`src/design/assert_macros.svh`:
```
// Assertion helpers shared by the allocator RTL.
`ifndef ASSERT_MACROS_SVH
`define ASSERT_MACROS_SVH

// Check a property on every rising clock edge outside reset.
`define BFPA_ASSERT(label, prop, msg) \
  label: assert property (@(posedge clk) disable iff (!rst_n) (prop)) else $error(msg);

// Check an implication into the next cycle outside reset.
`define BFPA_ASSERT_NEXT(label, ante, cons, msg) \
  label: assert property (@(posedge clk) disable iff (!rst_n) (ante) |=> (cons)) \
    else $error(msg);

`endif

```
`src/design/bfpa_pkg.sv`:
```
`default_nettype none
package bfpa_pkg;

  // Command codes
  localparam logic CMD_ADD   = 1'b0;
  localparam logic CMD_ALLOC = 1'b1;

  // Result status codes
  localparam logic [1:0] STAT_OK      = 2'd0;
  localparam logic [1:0] STAT_NOFIT   = 2'd1;
  localparam logic [1:0] STAT_REFUSED = 2'd2;

  // Controller states
  typedef enum logic [2:0] {
    ST_IDLE = 3'b001,
    ST_SCAN = 3'b010,
    ST_HOLD = 3'b100
  } state_t;

  // Search record that travels down the row of cells
  typedef struct packed {
    logic        vld;
    logic        found;
    logic [15:0] req;
    logic [15:0] best_left;
  } search_t;

  // Update command broadcast to the cells
  typedef struct packed {
    logic        wr_en;
    logic        mark_en;
    logic [15:0] wr_size;
  } cell_ctrl_t;

endpackage
`default_nettype wire

```
`src/design/bfpa_in_if.sv`:
```
`default_nettype none
interface bfpa_in_if;
  logic        valid;
  logic        ready;
  logic        cmd;
  logic [15:0] size;

  modport source (output valid, output cmd, output size, input ready);
  modport sink   (input valid, input cmd, input size, output ready);
endinterface
`default_nettype wire

```
`src/design/bfpa_out_if.sv`:
```
`default_nettype none
interface bfpa_out_if;
  logic        valid;
  logic        ready;
  logic [1:0]  status;
  logic [3:0]  block_index;
  logic [15:0] fragment;
  logic [15:0] unpartitioned;

  modport source (output valid, output status, output block_index, output fragment,
                  output unpartitioned, input ready);
  modport sink   (input valid, input status, input block_index, input fragment,
                  input unpartitioned, output ready);
endinterface
`default_nettype wire

```
`src/design/bfpa_cell.sv`:
```
`default_nettype none
`include "assert_macros.svh"
module bfpa_cell #(
  parameter int IDX_W = 4,
  parameter int IDX   = 0
) (
  input  logic                 clk,
  input  logic                 rst_n,
  input  bfpa_pkg::cell_ctrl_t ctrl,
  input  logic [IDX_W-1:0]     ctrl_idx,
  input  bfpa_pkg::search_t    sin,
  input  logic [IDX_W-1:0]     sin_idx,
  output bfpa_pkg::search_t    sout,
  output logic [IDX_W-1:0]     sout_idx
);
  import bfpa_pkg::*;

  localparam logic [IDX_W-1:0] MY_IDX = IDX_W'(IDX);

  logic [15:0]      size_r;
  logic             valid_r;
  logic             used_r;
  search_t          sout_r;
  logic [IDX_W-1:0] idx_r;

  logic             hit;
  logic [16:0]      diff;
  logic             take;

  assign hit  = (ctrl_idx == MY_IDX);
  assign diff = {1'b0, size_r} - {1'b0, sin.req};

  // Take the record over when this partition is free, fits and leaves strictly less
  assign take = sin.vld && valid_r && !used_r && !diff[16] &&
                (!sin.found || (diff[15:0] < sin.best_left));

  // Hold partition size; written once when the partition is added
  always_ff @(posedge clk) begin
    if (ctrl.wr_en && hit) begin
      size_r <= ctrl.wr_size;
    end
  end

  // Track valid and used flags
  always_ff @(posedge clk) begin
    if (!rst_n) begin
      valid_r <= 1'b0;
      used_r  <= 1'b0;
    end else if (ctrl.wr_en && hit) begin
      valid_r <= 1'b1;
      used_r  <= 1'b0;
    end else if (ctrl.mark_en && hit) begin
      used_r  <= 1'b1;
    end
  end

  // Advance the search record one cell per cycle
  always_ff @(posedge clk) begin
    if (!rst_n) begin
      sout_r.vld <= 1'b0;
    end else begin
      sout_r.vld <= sin.vld;
    end
    sout_r.req <= sin.req;
    if (take) begin
      sout_r.found     <= 1'b1;
      sout_r.best_left <= diff[15:0];
      idx_r            <= MY_IDX;
    end else begin
      sout_r.found     <= sin.found;
      sout_r.best_left <= sin.best_left;
      idx_r            <= sin_idx;
    end
  end

  assign sout     = sout_r;
  assign sout_idx = idx_r;

  `BFPA_ASSERT_NEXT(a_cell_pass, sin.vld, sout.vld, "search record lost in cell")

endmodule
`default_nettype wire

```
`src/design/best_fit_partition_allocator_core.sv`:
```
// Best-fit fixed-partition allocator. Write total_memory through cfg_we/cfg_wdata while
// the block is idle. An add command (cmd 0) carves a partition of the given size from the
// unpartitioned memory; it is refused when it does not fit or the table is full, and
// every add after a refusal is refused too until reset. An allocate command (cmd 1)
// sends a search record down a row of MAX_PARTITIONS cells, one cell per cycle,
// and marks the unused partition with the least leftover (lowest index on a tie). An
// allocate result is captured when the search record leaves the end of the row, so the row
// length sets the allocate latency. One command is in flight at a time; a new command is
// taken while the previous result still waits in the output register.
`default_nettype none
`include "assert_macros.svh"
module best_fit_partition_allocator_core #(
  parameter int MAX_PARTITIONS = 16
) (
  input  logic         clk,
  input  logic         rst_n,
  input  logic         cfg_we,
  input  logic [15:0]  cfg_wdata,
  bfpa_in_if.sink      in_ch,
  bfpa_out_if.source   out_ch
);
  import bfpa_pkg::*;

  localparam int IDX_W = (MAX_PARTITIONS > 1) ? $clog2(MAX_PARTITIONS) : 1;
  localparam int CNT_W = $clog2(MAX_PARTITIONS + 1);
  localparam logic [CNT_W-1:0] CNT_MAX = CNT_W'(MAX_PARTITIONS);

  state_t           state_r;
  logic [15:0]      total_r;
  logic [15:0]      carved_r;
  logic [CNT_W-1:0] count_r;
  logic             closed_r;
  logic             launch_r;
  logic [15:0]      req_r;
  logic [1:0]       res_status_r;
  logic [IDX_W-1:0] res_idx_r;
  logic [15:0]      res_frag_r;
  logic             out_valid_r;
  logic [1:0]       out_status_r;
  logic [3:0]       out_idx_r;
  logic [15:0]      out_frag_r;
  logic [15:0]      out_unpart_r;

  search_t          chain    [MAX_PARTITIONS+1];
  logic [IDX_W-1:0] idx_chain[MAX_PARTITIONS+1];
  cell_ctrl_t       ctrl;
  logic [IDX_W-1:0] ctrl_idx;

  logic             accept;
  logic [15:0]      free_space;
  logic             add_refuse;
  logic             out_free;
  search_t          tail;
  logic [IDX_W-1:0] tail_idx;
  logic [IDX_W+3:0] res_idx_ext;

  assign accept     = in_ch.valid && in_ch.ready;
  assign in_ch.ready = (state_r == ST_IDLE);
  assign free_space = (total_r >= carved_r) ? (total_r - carved_r) : 16'd0;
  assign add_refuse = closed_r || (count_r >= CNT_MAX) || (in_ch.size > free_space);
  assign out_free   = !out_valid_r || out_ch.ready;
  assign tail       = chain[MAX_PARTITIONS];
  assign tail_idx   = idx_chain[MAX_PARTITIONS];
  assign res_idx_ext = {4'd0, res_idx_r};

  // Inject the search record at the head of the row
  assign chain[0].vld       = launch_r;
  assign chain[0].found     = 1'b0;
  assign chain[0].req       = req_r;
  assign chain[0].best_left = 16'd0;
  assign idx_chain[0]       = '0;

  // Broadcast add and mark commands to the cells
  assign ctrl.wr_en   = accept && (in_ch.cmd == CMD_ADD) && !add_refuse;
  assign ctrl.mark_en = tail.vld && tail.found;
  assign ctrl.wr_size = in_ch.size;
  assign ctrl_idx     = ctrl.wr_en ? count_r[IDX_W-1:0] : tail_idx;

  for (genvar k = 0; k < MAX_PARTITIONS; k++) begin : g_cell
    bfpa_cell #(
      .IDX_W (IDX_W),
      .IDX   (k)
    ) u_cell (
      .clk      (clk),
      .rst_n    (rst_n),
      .ctrl     (ctrl),
      .ctrl_idx (ctrl_idx),
      .sin      (chain[k]),
      .sin_idx  (idx_chain[k]),
      .sout     (chain[k+1]),
      .sout_idx (idx_chain[k+1])
    );
  end

  // Hold the configuration register
  always_ff @(posedge clk) begin
    if (!rst_n) begin
      total_r <= 16'd0;
    end else if (cfg_we) begin
      total_r <= cfg_wdata;
    end
  end

  // Sequence one command at a time
  always_ff @(posedge clk) begin
    if (!rst_n) begin
      state_r  <= ST_IDLE;
      carved_r <= 16'd0;
      count_r  <= '0;
      closed_r <= 1'b0;
      launch_r <= 1'b0;
    end else begin
      launch_r <= 1'b0;
      unique case (state_r)
        ST_IDLE: begin
          if (accept) begin
            if (in_ch.cmd == CMD_ALLOC) begin
              launch_r <= 1'b1;
              state_r  <= ST_SCAN;
            end else begin
              if (add_refuse) begin
                closed_r <= 1'b1;
              end else begin
                count_r  <= count_r + CNT_W'(1);
                carved_r <= carved_r + in_ch.size;
              end
              state_r <= ST_HOLD;
            end
          end
        end
        ST_SCAN: begin
          if (tail.vld) begin
            state_r <= ST_HOLD;
          end
        end
        ST_HOLD: begin
          if (out_free) begin
            state_r <= ST_IDLE;
          end
        end
        default: state_r <= ST_IDLE;
      endcase
    end
  end

  // Capture the request and the pending result
  always_ff @(posedge clk) begin
    if (accept) begin
      req_r <= in_ch.size;
      if (in_ch.cmd == CMD_ADD) begin
        res_status_r <= add_refuse ? STAT_REFUSED : STAT_OK;
        res_idx_r    <= add_refuse ? '0 : count_r[IDX_W-1:0];
        res_frag_r   <= 16'd0;
      end
    end else if ((state_r == ST_SCAN) && tail.vld) begin
      res_status_r <= tail.found ? STAT_OK : STAT_NOFIT;
      res_idx_r    <= tail.found ? tail_idx : '0;
      res_frag_r   <= tail.found ? tail.best_left : 16'd0;
    end
  end

  // Move the pending result into the output register
  always_ff @(posedge clk) begin
    if (!rst_n) begin
      out_valid_r <= 1'b0;
    end else if ((state_r == ST_HOLD) && out_free) begin
      out_valid_r <= 1'b1;
    end else if (out_ch.ready) begin
      out_valid_r <= 1'b0;
    end
  end

  always_ff @(posedge clk) begin
    if ((state_r == ST_HOLD) && out_free) begin
      out_status_r <= res_status_r;
      out_idx_r    <= res_idx_ext[3:0];
      out_frag_r   <= res_frag_r;
      out_unpart_r <= free_space;
    end
  end

  assign out_ch.valid         = out_valid_r;
  assign out_ch.status        = out_status_r;
  assign out_ch.block_index   = out_idx_r;
  assign out_ch.fragment      = out_frag_r;
  assign out_ch.unpartitioned = out_unpart_r;

  `BFPA_ASSERT(a_tail_in_scan, !tail.vld || (state_r == ST_SCAN),
               "search result arrived outside a scan")
  `BFPA_ASSERT(a_count_bound, count_r <= CNT_MAX, "partition count beyond table size")
  `BFPA_ASSERT_NEXT(a_refuse_closes, accept && (in_ch.cmd == CMD_ADD) && add_refuse,
                    closed_r, "refused add did not close further adds")

endmodule
`default_nettype wire
```
`src/flat_wrapper.sv`:
```
// flat-port wrapper written by rule: the top's interface ports become plain ports
module best_fit_partition_allocator_core_flat import bfpa_pkg::*;
#(
  parameter int MAX_PARTITIONS = 16
)
  (clk, rst_n, cfg_we, cfg_wdata, in_ch_valid, in_ch_cmd, in_ch_size, in_ch_ready, out_ch_valid, out_ch_status, out_ch_block_index, out_ch_fragment, out_ch_unpartitioned, out_ch_ready);
  bfpa_in_if in_ch_i ();
  bfpa_out_if out_ch_i ();
  input  logic clk;
  input  logic rst_n;
  input  logic cfg_we;
  input  logic [15:0] cfg_wdata;
  input wire logic [$bits(in_ch_i.valid)-1:0] in_ch_valid;
  input wire logic [$bits(in_ch_i.cmd)-1:0] in_ch_cmd;
  input wire logic [$bits(in_ch_i.size)-1:0] in_ch_size;
  output wire logic [$bits(in_ch_i.ready)-1:0] in_ch_ready;
  output wire logic [$bits(out_ch_i.valid)-1:0] out_ch_valid;
  output wire logic [$bits(out_ch_i.status)-1:0] out_ch_status;
  output wire logic [$bits(out_ch_i.block_index)-1:0] out_ch_block_index;
  output wire logic [$bits(out_ch_i.fragment)-1:0] out_ch_fragment;
  output wire logic [$bits(out_ch_i.unpartitioned)-1:0] out_ch_unpartitioned;
  input wire logic [$bits(out_ch_i.ready)-1:0] out_ch_ready;
  assign in_ch_i.valid = in_ch_valid;
  assign in_ch_i.cmd = in_ch_cmd;
  assign in_ch_i.size = in_ch_size;
  assign in_ch_ready = in_ch_i.ready;
  assign out_ch_valid = out_ch_i.valid;
  assign out_ch_status = out_ch_i.status;
  assign out_ch_block_index = out_ch_i.block_index;
  assign out_ch_fragment = out_ch_i.fragment;
  assign out_ch_unpartitioned = out_ch_i.unpartitioned;
  assign out_ch_i.ready = out_ch_ready;
  best_fit_partition_allocator_core #(.MAX_PARTITIONS(MAX_PARTITIONS)) u_core (.clk(clk), .rst_n(rst_n), .cfg_we(cfg_we), .cfg_wdata(cfg_wdata), .in_ch(in_ch_i), .out_ch(out_ch_i));
endmodule
```
`config.mk`:
```
export PLATFORM = sky130hd
export DESIGN_NAME = best_fit_partition_allocator_core_flat
export DESIGN_NICKNAME = d
export VERILOG_FILES = /design/src/design/bfpa_pkg.sv /design/src/design/bfpa_in_if.sv /design/src/design/bfpa_out_if.sv /design/src/design/bfpa_cell.sv /design/src/design/best_fit_partition_allocator_core.sv /design/src/flat_wrapper.sv
export VERILOG_INCLUDE_DIRS = /design/src /design/src/design
export SDC_FILE = /design/constraint.sdc
export NUM_CORES = 2
export LEC_CHECK = 0
export BUFFER_PORTS_ARGS = -buffer_cell sky130_fd_sc_hd__buf_2
export CAP_MARGIN = 20
export CORE_MARGIN = 2
export CORE_UTILIZATION = 61
export CTS_BUF_LIST = sky130_fd_sc_hd__clkbuf_2 sky130_fd_sc_hd__clkbuf_4 sky130_fd_sc_hd__clkbuf_8
export DETAILED_ROUTE_END_ITERATION = 16
export PLACE_DENSITY = 0.83
export SLEW_MARGIN = 10
export SYNTH_ARGS = -nofsm -noshare
export SYNTH_HDL_FRONTEND = slang
export SYNTH_SLANG_ARGS = --single-unit
```
`constraint.sdc`:
```
create_clock -name clk -period 8.3 [get_ports clk]
set_input_delay 0 -clock clk [delete_from_list [all_inputs] [get_ports clk]]
set_output_delay 0 -clock clk [all_outputs]
set_load 0.01 [all_outputs]
```
# Yosys cells after proc, flatten, opt, wreduce, memory -nomap -nowiden
# Index checks and enable logic that the tools add are counted.
totals:
  reg_bits: 995
  inputBits: 38
classes:
  n_addsub: 19
  order_cmp: 18
  n_eq_ne: 22
  n_mux: 41
  n_bitwise: 3
  reduce_logical: 192
op_table:
  columns: ["cell", "n"]
  rows:
  - ["16-bit two-way mux", 20]
  - ["16-bit by 16-bit subtractor with 17-bit output", 16]
  - ["16-bit less-than comparator", 15]
  - ["1-bit logical AND", 101]
  - ["1-bit logical NOT", 49]
  - ["4-bit == test (second input constant)", 8]
  - ["2-bit OR reduction", 16]
  - ["4-bit two-way mux", 6]
  - ["1-bit logical OR", 18]
  - ["16-bit adder", 1]
  - ["4-bit by 3-bit == test with 1-bit output (second input constant)", 4]
  - ["16-bit greater-or-equal comparator", 1]
  - ["16-bit greater-than comparator", 1]
  - ["16-bit subtractor", 1]
  - ["3-bit two-way mux", 4]
  - ["3-bit one-hot mux with 3 select lines", 1]
  - ["4-bit by 2-bit == test with 1-bit output (second input constant)", 2]
  - ["2-bit two-way mux", 4]
  - ["4-bit AND reduction", 2]
  - ["1-bit two-way mux", 6]
  - ["2-bit inequality test (second input constant)", 3]
  - ["3-bit AND reduction", 2]
  - ["5-bit by 1-bit adder with 5-bit output (second input constant)", 1]
  - ["5-bit greater-or-equal comparator (second input constant)", 1]
  - ["other kinds (9)", 12]

# Longest topological paths before layout
logic_depth:
  ltp_word: 10
  ltp_mapped: 24

# By module
# From an unflattened synthesis, not the netlist that was laid out.
unflattened:
  hier_cells: 4742
  hier_area_um2: 50737.4
by_module_without_submodules:
  columns: ["mod", "n_inst", "cells_per_inst", "area_per_inst_um2", "seq_area_each_um2"]
  rows:
  - ["bfpa_cell (u_core.g_cell[1].u_cell ...)", 3, 247, 2725.1, 1281.2]
  - ["best_fit_partition_allocator_core", 1, 573, 6162.2, 3143.0]
  - ["bfpa_cell (u_core.g_cell[5].u_cell ...)", 2, 276, 2876.5, 1281.2]
  - ["bfpa_cell (u_core.g_cell[11].u_cell ...)", 2, 262, 2770.2, 1281.2]
  - ["bfpa_cell (u_core.g_cell[8].u_cell)", 1, 276, 2875.3, 1281.2]
  - ["bfpa_cell (u_core.g_cell[7].u_cell)", 1, 276, 2864.0, 1281.2]
  - ["bfpa_cell (u_core.g_cell[9].u_cell)", 1, 276, 2849.0, 1281.2]
  - ["bfpa_cell (u_core.g_cell[10].u_cell)", 1, 270, 2845.2, 1281.2]
  - ["bfpa_cell (u_core.g_cell[12].u_cell)", 1, 263, 2768.9, 1281.2]
  - ["bfpa_cell (u_core.g_cell[15].u_cell)", 1, 249, 2730.1, 1281.2]
  - ["bfpa_cell (u_core.g_cell[14].u_cell)", 1, 247, 2726.4, 1281.2]
  - ["bfpa_cell (u_core.g_cell[3].u_cell)", 1, 248, 2725.1, 1281.2]
  - ["bfpa_cell (u_core.g_cell[0].u_cell)", 1, 247, 2722.6, 1281.2]

# Worst setup path after synthesis
# OpenSTA, ideal clock, no wires.
synth_path:
  kind: "register to register"
  from: "register u_core.carved_r[0]"
  to: "register u_core.g_cell[2].u_cell.size_r[0] (enable)"
  setup_ns: 0.418
  arrival_time_ns: 5.632
  required_ns: 7.882
  slack_ns: 2.250
  stages_incl_launch_ff: 21
  n_path_buf: 1
  synth_period_minus_slack_ns: 6.050
  path_cell_list: "dfxtp_1 > ha_1 > inv_1 > fa_1 > a21o_1 > a21oi_1 > o21ai_0 > a21oi_1 > o21ai_0 > o41ai_2 > a21oi_1 > clkbuf_1 > nand2_1 > ha_1 > nor2b_1 > o211ai_2 > a21oi_1 > o311a_1 > nor3_4 > mux2_2 > nor3b_1"
synth_between:
  elab_chain_cells: 9
synth_lines:
  columns: ["element", "line_no", "text"]
  rows:
  - ["start: declaration", "best_fit_partition_allocator_core.sv:30", "logic [15:0] carved_r;"]
  - ["start signal: assignment", "best_fit_partition_allocator_core.sv:125", "carved_r <= carved_r + in_ch.size;"]
  - ["16-bit subtractor / 16-bit greater-or-equal comparator (equally long branches)", "best_fit_partition_allocator_core.sv:59", "assign free_space = (total_r >= carved_r) ? (total_r - carved_r) : 16'd0;"]
  - ["16-bit two-way mux *", "best_fit_partition_allocator_core.sv:59", null]
  - ["16-bit greater-than comparator *", "best_fit_partition_allocator_core.sv:60", "assign add_refuse = closed_r || (count_r >= CNT_MAX) || (in_ch.size > free_space);"]
  - ["1-bit logical OR *", "best_fit_partition_allocator_core.sv:60", null]
  - ["1-bit logical NOT *", "best_fit_partition_allocator_core.sv:74", "assign ctrl.wr_en = accept && (in_ch.cmd == CMD_ADD) && !add_refuse;"]
  - ["1-bit logical AND *", "best_fit_partition_allocator_core.sv:74", null]
  - ["4-bit two-way mux", "best_fit_partition_allocator_core.sv:77", "assign ctrl_idx = ctrl.wr_en ? count_r[IDX_W-1:0] : tail_idx;"]
  - ["4-bit by 2-bit == test with 1-bit output", "bfpa_cell.sv:30", "assign hit = (ctrl_idx == MY_IDX);"]
  - ["1-bit logical AND *", "bfpa_cell.sv:39", "if (ctrl.wr_en && hit) begin"]
  - ["end signal: assignment", "bfpa_cell.sv:40", "size_r <= ctrl.wr_size;"]
  - ["end: declaration", "bfpa_cell.sv:20", "logic [15:0] size_r;"]
# Mark *: on every way between the ends. The rest lies on a longest branch, timed or not.
# A chain may end at the register's enable or synchronous reset.

# Final worst setup path
layout_path:
  from: "register u_core.carved_r[0]"
  to: "register u_core.g_cell[7].u_cell.size_r[12] (enable)"
layout_between:
  elab_chain_cells: 9
layout_lines:
  columns: ["element", "line_no"]
  rows:
  - ["16-bit subtractor / 16-bit greater-or-equal comparator (equally long branches)", "best_fit_partition_allocator_core.sv:59"]
  - ["16-bit two-way mux *", "best_fit_partition_allocator_core.sv:59"]
  - ["16-bit greater-than comparator *", "best_fit_partition_allocator_core.sv:60"]
  - ["1-bit logical OR *", "best_fit_partition_allocator_core.sv:60"]
  - ["1-bit logical NOT *", "best_fit_partition_allocator_core.sv:74"]
  - ["1-bit logical AND *", "best_fit_partition_allocator_core.sv:74"]
  - ["4-bit two-way mux", "best_fit_partition_allocator_core.sv:77"]
  - ["4-bit by 3-bit == test with 1-bit output", "bfpa_cell.sv:30"]
  - ["1-bit logical AND *", "bfpa_cell.sv:39"]
  - ["end signal: assignment", "bfpa_cell.sv:40"]
  - ["end: declaration", "bfpa_cell.sv:20"]
# Marks and branches as above.

==> results.sh <==
export IMPL_synth_cell_types=79
export IMPL_crit_buf_inv=4
export IMPL_critPathCaptureType="register"
export IMPL_nFillCells=5422
export IMPL_dp_hpwl_um=78500
export IMPL_grt_pass1_wl_um=173000
export IMPL_synth_top_area_share_pct=27.4
export IMPL_worstPathArrival_ns=6.75
export IMPL_finalPower_mw=11.5
export IMPL_final_common_cell="dfxtp_1"
export IMPL_status="finished clean"
export IMPL_globalplace_congestion=0.912
export IMPL_crit_chain="ha_1 -> inv_1 -> fa_1 -> a21o_1 -> a21oi_1 -> o21ai_0 -> a21oi_1 -> o21ai_0 -> o41ai_2 -> a21oi_1 -> buf_4 -> nand2_1 -> ha_1 -> nor2b_1 -> o211ai_2 -> a21oi_1 -> o311a_1 -> nor3_4 -> buf_4 -> nand2_2 -> or3b_1 -> inv_1"
export IMPL_ys_seq_area_share_pct=48.4
export IMPL_syn_num_nets=4982
export IMPL_synth_edf_count=332
export IMPL_relSlewSlack_pct=20.2
export IMPL_layout_common_cells="dfxtp_1, inv_1, ha_1"
export IMPL_crit_top_cell="a21oi_1"
export IMPL_h_tree_depth=4
export IMPL_drc=0
export IMPL_power_density_nw_per_um2=214
export IMPL_cts_setup_buffers=0
export IMPL_drv_slew=0
export IMPL_synth_largest_area_cell="dfxtp_1"
export IMPL_worst_pin_slew_ns=1.17
export IMPL_layout_drive_gt1_share_pct=13.9
export IMPL_rows=102
export IMPL_hp_class="input port to register"
export IMPL_setup_tns_final_ns=0
export IMPL_crit_type="register to register"
export IMPL_drt_wl_total_um=109000
export IMPL_synth_cells=4397
export IMPL_cts_clk_slew_worst_paths_ns=0.07
export IMPL_syn_area_um2=47600
export IMPL_grt_max_degree=95
export IMPL_start_util_pct=61.5
export IMPL_ir_worst_vdd_mv=0.165
export IMPL_antenna_found_initial=4
export IMPL_drv_cap=0
export IMPL_clock_sinks=984
export IMPL_grt_pass1_vias=33700
export IMPL_vias=33200
export IMPL_critPathTopFamily="compound AO/OA/AOI/OAI gates"
export IMPL_fp_dieH_um=283
export IMPL_cts_root_buf="clkbuf_8"
export IMPL_cts_tree="done"
export IMPL_placement_io_buffers=77
export IMPL_leakagePower_nw=22.8
export IMPL_path_max_fanout=31
export IMPL_yosys_most_used_dff="dfxtp_1"
export IMPL_ios=78
export IMPL_period_minus_slack_ns=6.33
export IMPL_core_area_um2=77300
export IMPL_post_route_period_util_pct=76.3
export IMPL_slowest_stage="inv_1"
export IMPL_die_width_um=283
export IMPL_cts_max_path_buffers=3
export IMPL_synth_area_per_cell_um2=10.8
export IMPL_ant_nets=0
export IMPL_yosysWarnings=0
export IMPL_grt_use_total_pct=27.0
export IMPL_vias_per_cell=5.66
export IMPL_finalSetupViolCount=0
export IMPL_synth_seq_cells=984
export IMPL_nNetsFinal=5276
export IMPL_drt_first_pass_iters=6
export IMPL_finalClockSkew_ns=0.0450
export IMPL_postSynth_asyncResetShare_pct=0
export IMPL_overflow=0
export IMPL_area_delta_synth_final_pct=12.6
export IMPL_rsz0062_at_grt="false"
export IMPL_slowest_delay_ns=0.52
export IMPL_max_freq_ghz=0.158
export IMPL_fp_dieArea_um2=80200
export IMPL_hold_viol=0
export IMPL_synth_area_leaders="dfxtp_1, edfxtp_1, ha_1, mux2_2, inv_1"
export IMPL_clk_latency_ns=0.82
export IMPL_critPathLaunchType="register"
export IMPL_numCtsBuffers=152
export IMPL_routedWlPerCell_um=18.6
export IMPL_drt_initial_drc_count=2056
export IMPL_cp_required_ns=8.71
## flip-flops by register name, summed over array words and instances (netlist names), 2 cells and up
register / cells
u_core.count_r: 5
u_core.g_cell.u_cell.size_r: 256
u_core.out_ch.unpartitioned: 16
u_core.out_ch.block_index: 4
u_core.total_r: 16
u_core.g_cell.u_cell.used_r: 16
u_core.g_cell.u_cell.sout: 528
u_core.carved_r: 16
u_core.out_ch.status: 2
u_core.g_cell.u_cell.sout_idx: 49
u_core.res_status_r: 2
u_core.state_r: 3
u_core.res_frag_r: 16
u_core.res_idx_r: 4
u_core.g_cell.u_cell.valid_r: 16
u_core.req_r: 16
u_core.out_ch.fragment: 16
## final timing paths
path | start | slack (ns) | cells after the start | to
worst min register to register | u_core.g_cell[10].u_cell.sout[31] | 0.35 | 0 | u_core.g_cell[11].u_cell.sout[31]
worst max register to register | u_core.carved_r[0] | 1.97 | 22 | u_core.g_cell[7].u_cell.size_r[12]
worst max-delay path | u_core.carved_r[0] | 1.97 | 22 | u_core.g_cell[7].u_cell.size_r[12]
worst min-delay path | in_ch_cmd | 0.15 | 3 | u_core.launch_r
## through the flow
stage / area, um2 / cells / util, % / worst slack [ns] / hold WS (ns)
2_1_floorplan: 47600 / 4397 / - / 2.25 / 0.0989
3_3_place_gp: 49300 / 5495 / 63.7 / 2.22 / 0.266
3_5_place_dp: 49300 / 5496 / 63.7 / 2.01 / 0.273
4_1_cts: 53500 / 5859 / 69.2 / 2.00 / 0.102
5_1_grt: 53500 / 5864 / 69.2 / 1.58 / 0.116
6_report: 53500 / 5867 / 69.2 / 1.97 / 0.154
## cell families after synthesis
group,after synthesis,share of synthesized area [%]
multiplexers,267,6.20
XOR/XNOR,195,3.59
flip-flops,984,48.4
buffers and inverters,637,5.14
AO/OA/AOI/OAI,885,12.4
adder cells (fa/ha/maj),547,14.7
AND/OR/NAND/NOR,882,9.56
## worst reg2reg max path, cell delays in order (launching register included)
cell and delay [ns]:
dfxtp_1 0.36, ha_1 0.19, inv_1 0.06, fa_1 0.39, a21o_1 0.19, a21oi_1 0.30, o21ai_0 0.16, a21oi_1 0.29
o21ai_0 0.22, o41ai_2 0.35, a21oi_1 0.12, buf_4 0.23, nand2_1 0.10, ha_1 0.24, nor2b_1 0.15, o211ai_2 0.12
a21oi_1 0.08, o311a_1 0.42, nor3_4 0.37, buf_4 0.47, nand2_2 0.19, or3b_1 0.42, inv_1 0.52
## timing repair
| action | CTS | global route |
|---|---|---|
| hold endpoints to repair | 369 | 0 |
| hold buffers | 78 | 0 |
| resized for setup | 0 | 0 |
## power by group
| group | internal (mW) | switching [mW] | total, mW |
|---|---|---|---|
| clock network | 2.48 | 1.94 | 4.43 |
| logic | 0.775 | 1.02 | 1.80 |
| registers | 5.13 | 0.102 | 5.24 |
## synth_stat cells (all sizes together) (26+ instances only)
library cell	number
and3	50
mux2	220
nor2b	82
nand3	55
o21ai	171
ha	529
and2	63
o21bai	30
o211ai	38
nor2	193
o21a	73
xor2	46
a21oi	224
nor3	102
nand2b	68
nand2	162
dfxtp	652
mux2i	47
a21o	102
xnor2	149
nand4	31
edfxtp	332
a211oi	53
inv	588
buf	26
## area by class of cell
| cell class | count | area (um2) | share of cell area (%) |
|---|---|---|---|
| antenna | 5 | 12.5 | 0.0234 |
| clock buffer | 219 | 2750 | 5.14 |
| clock inverter | 66 | 671 | 1.25 |
| inverter | 588 | 2210 | 4.12 |
| multi-input combinational | 2776 | 22100 | 41.3 |
| sequential | 984 | 23000 | 43.0 |
| tap | 1040 | 1300 | 2.43 |
| timing repair buffer | 189 | 1450 | 2.71 |
## layer usage
layer  share of wire, %  routed length (um)  global-route usage (%)
met4                4.5                4910                    13.5
met5                  0                   0                       0
met2                 49               53700                    47.1
met1                 41               45000                    32.6
met3                5.4                5870                    4.13
Power figures use the tool's default switching activity.
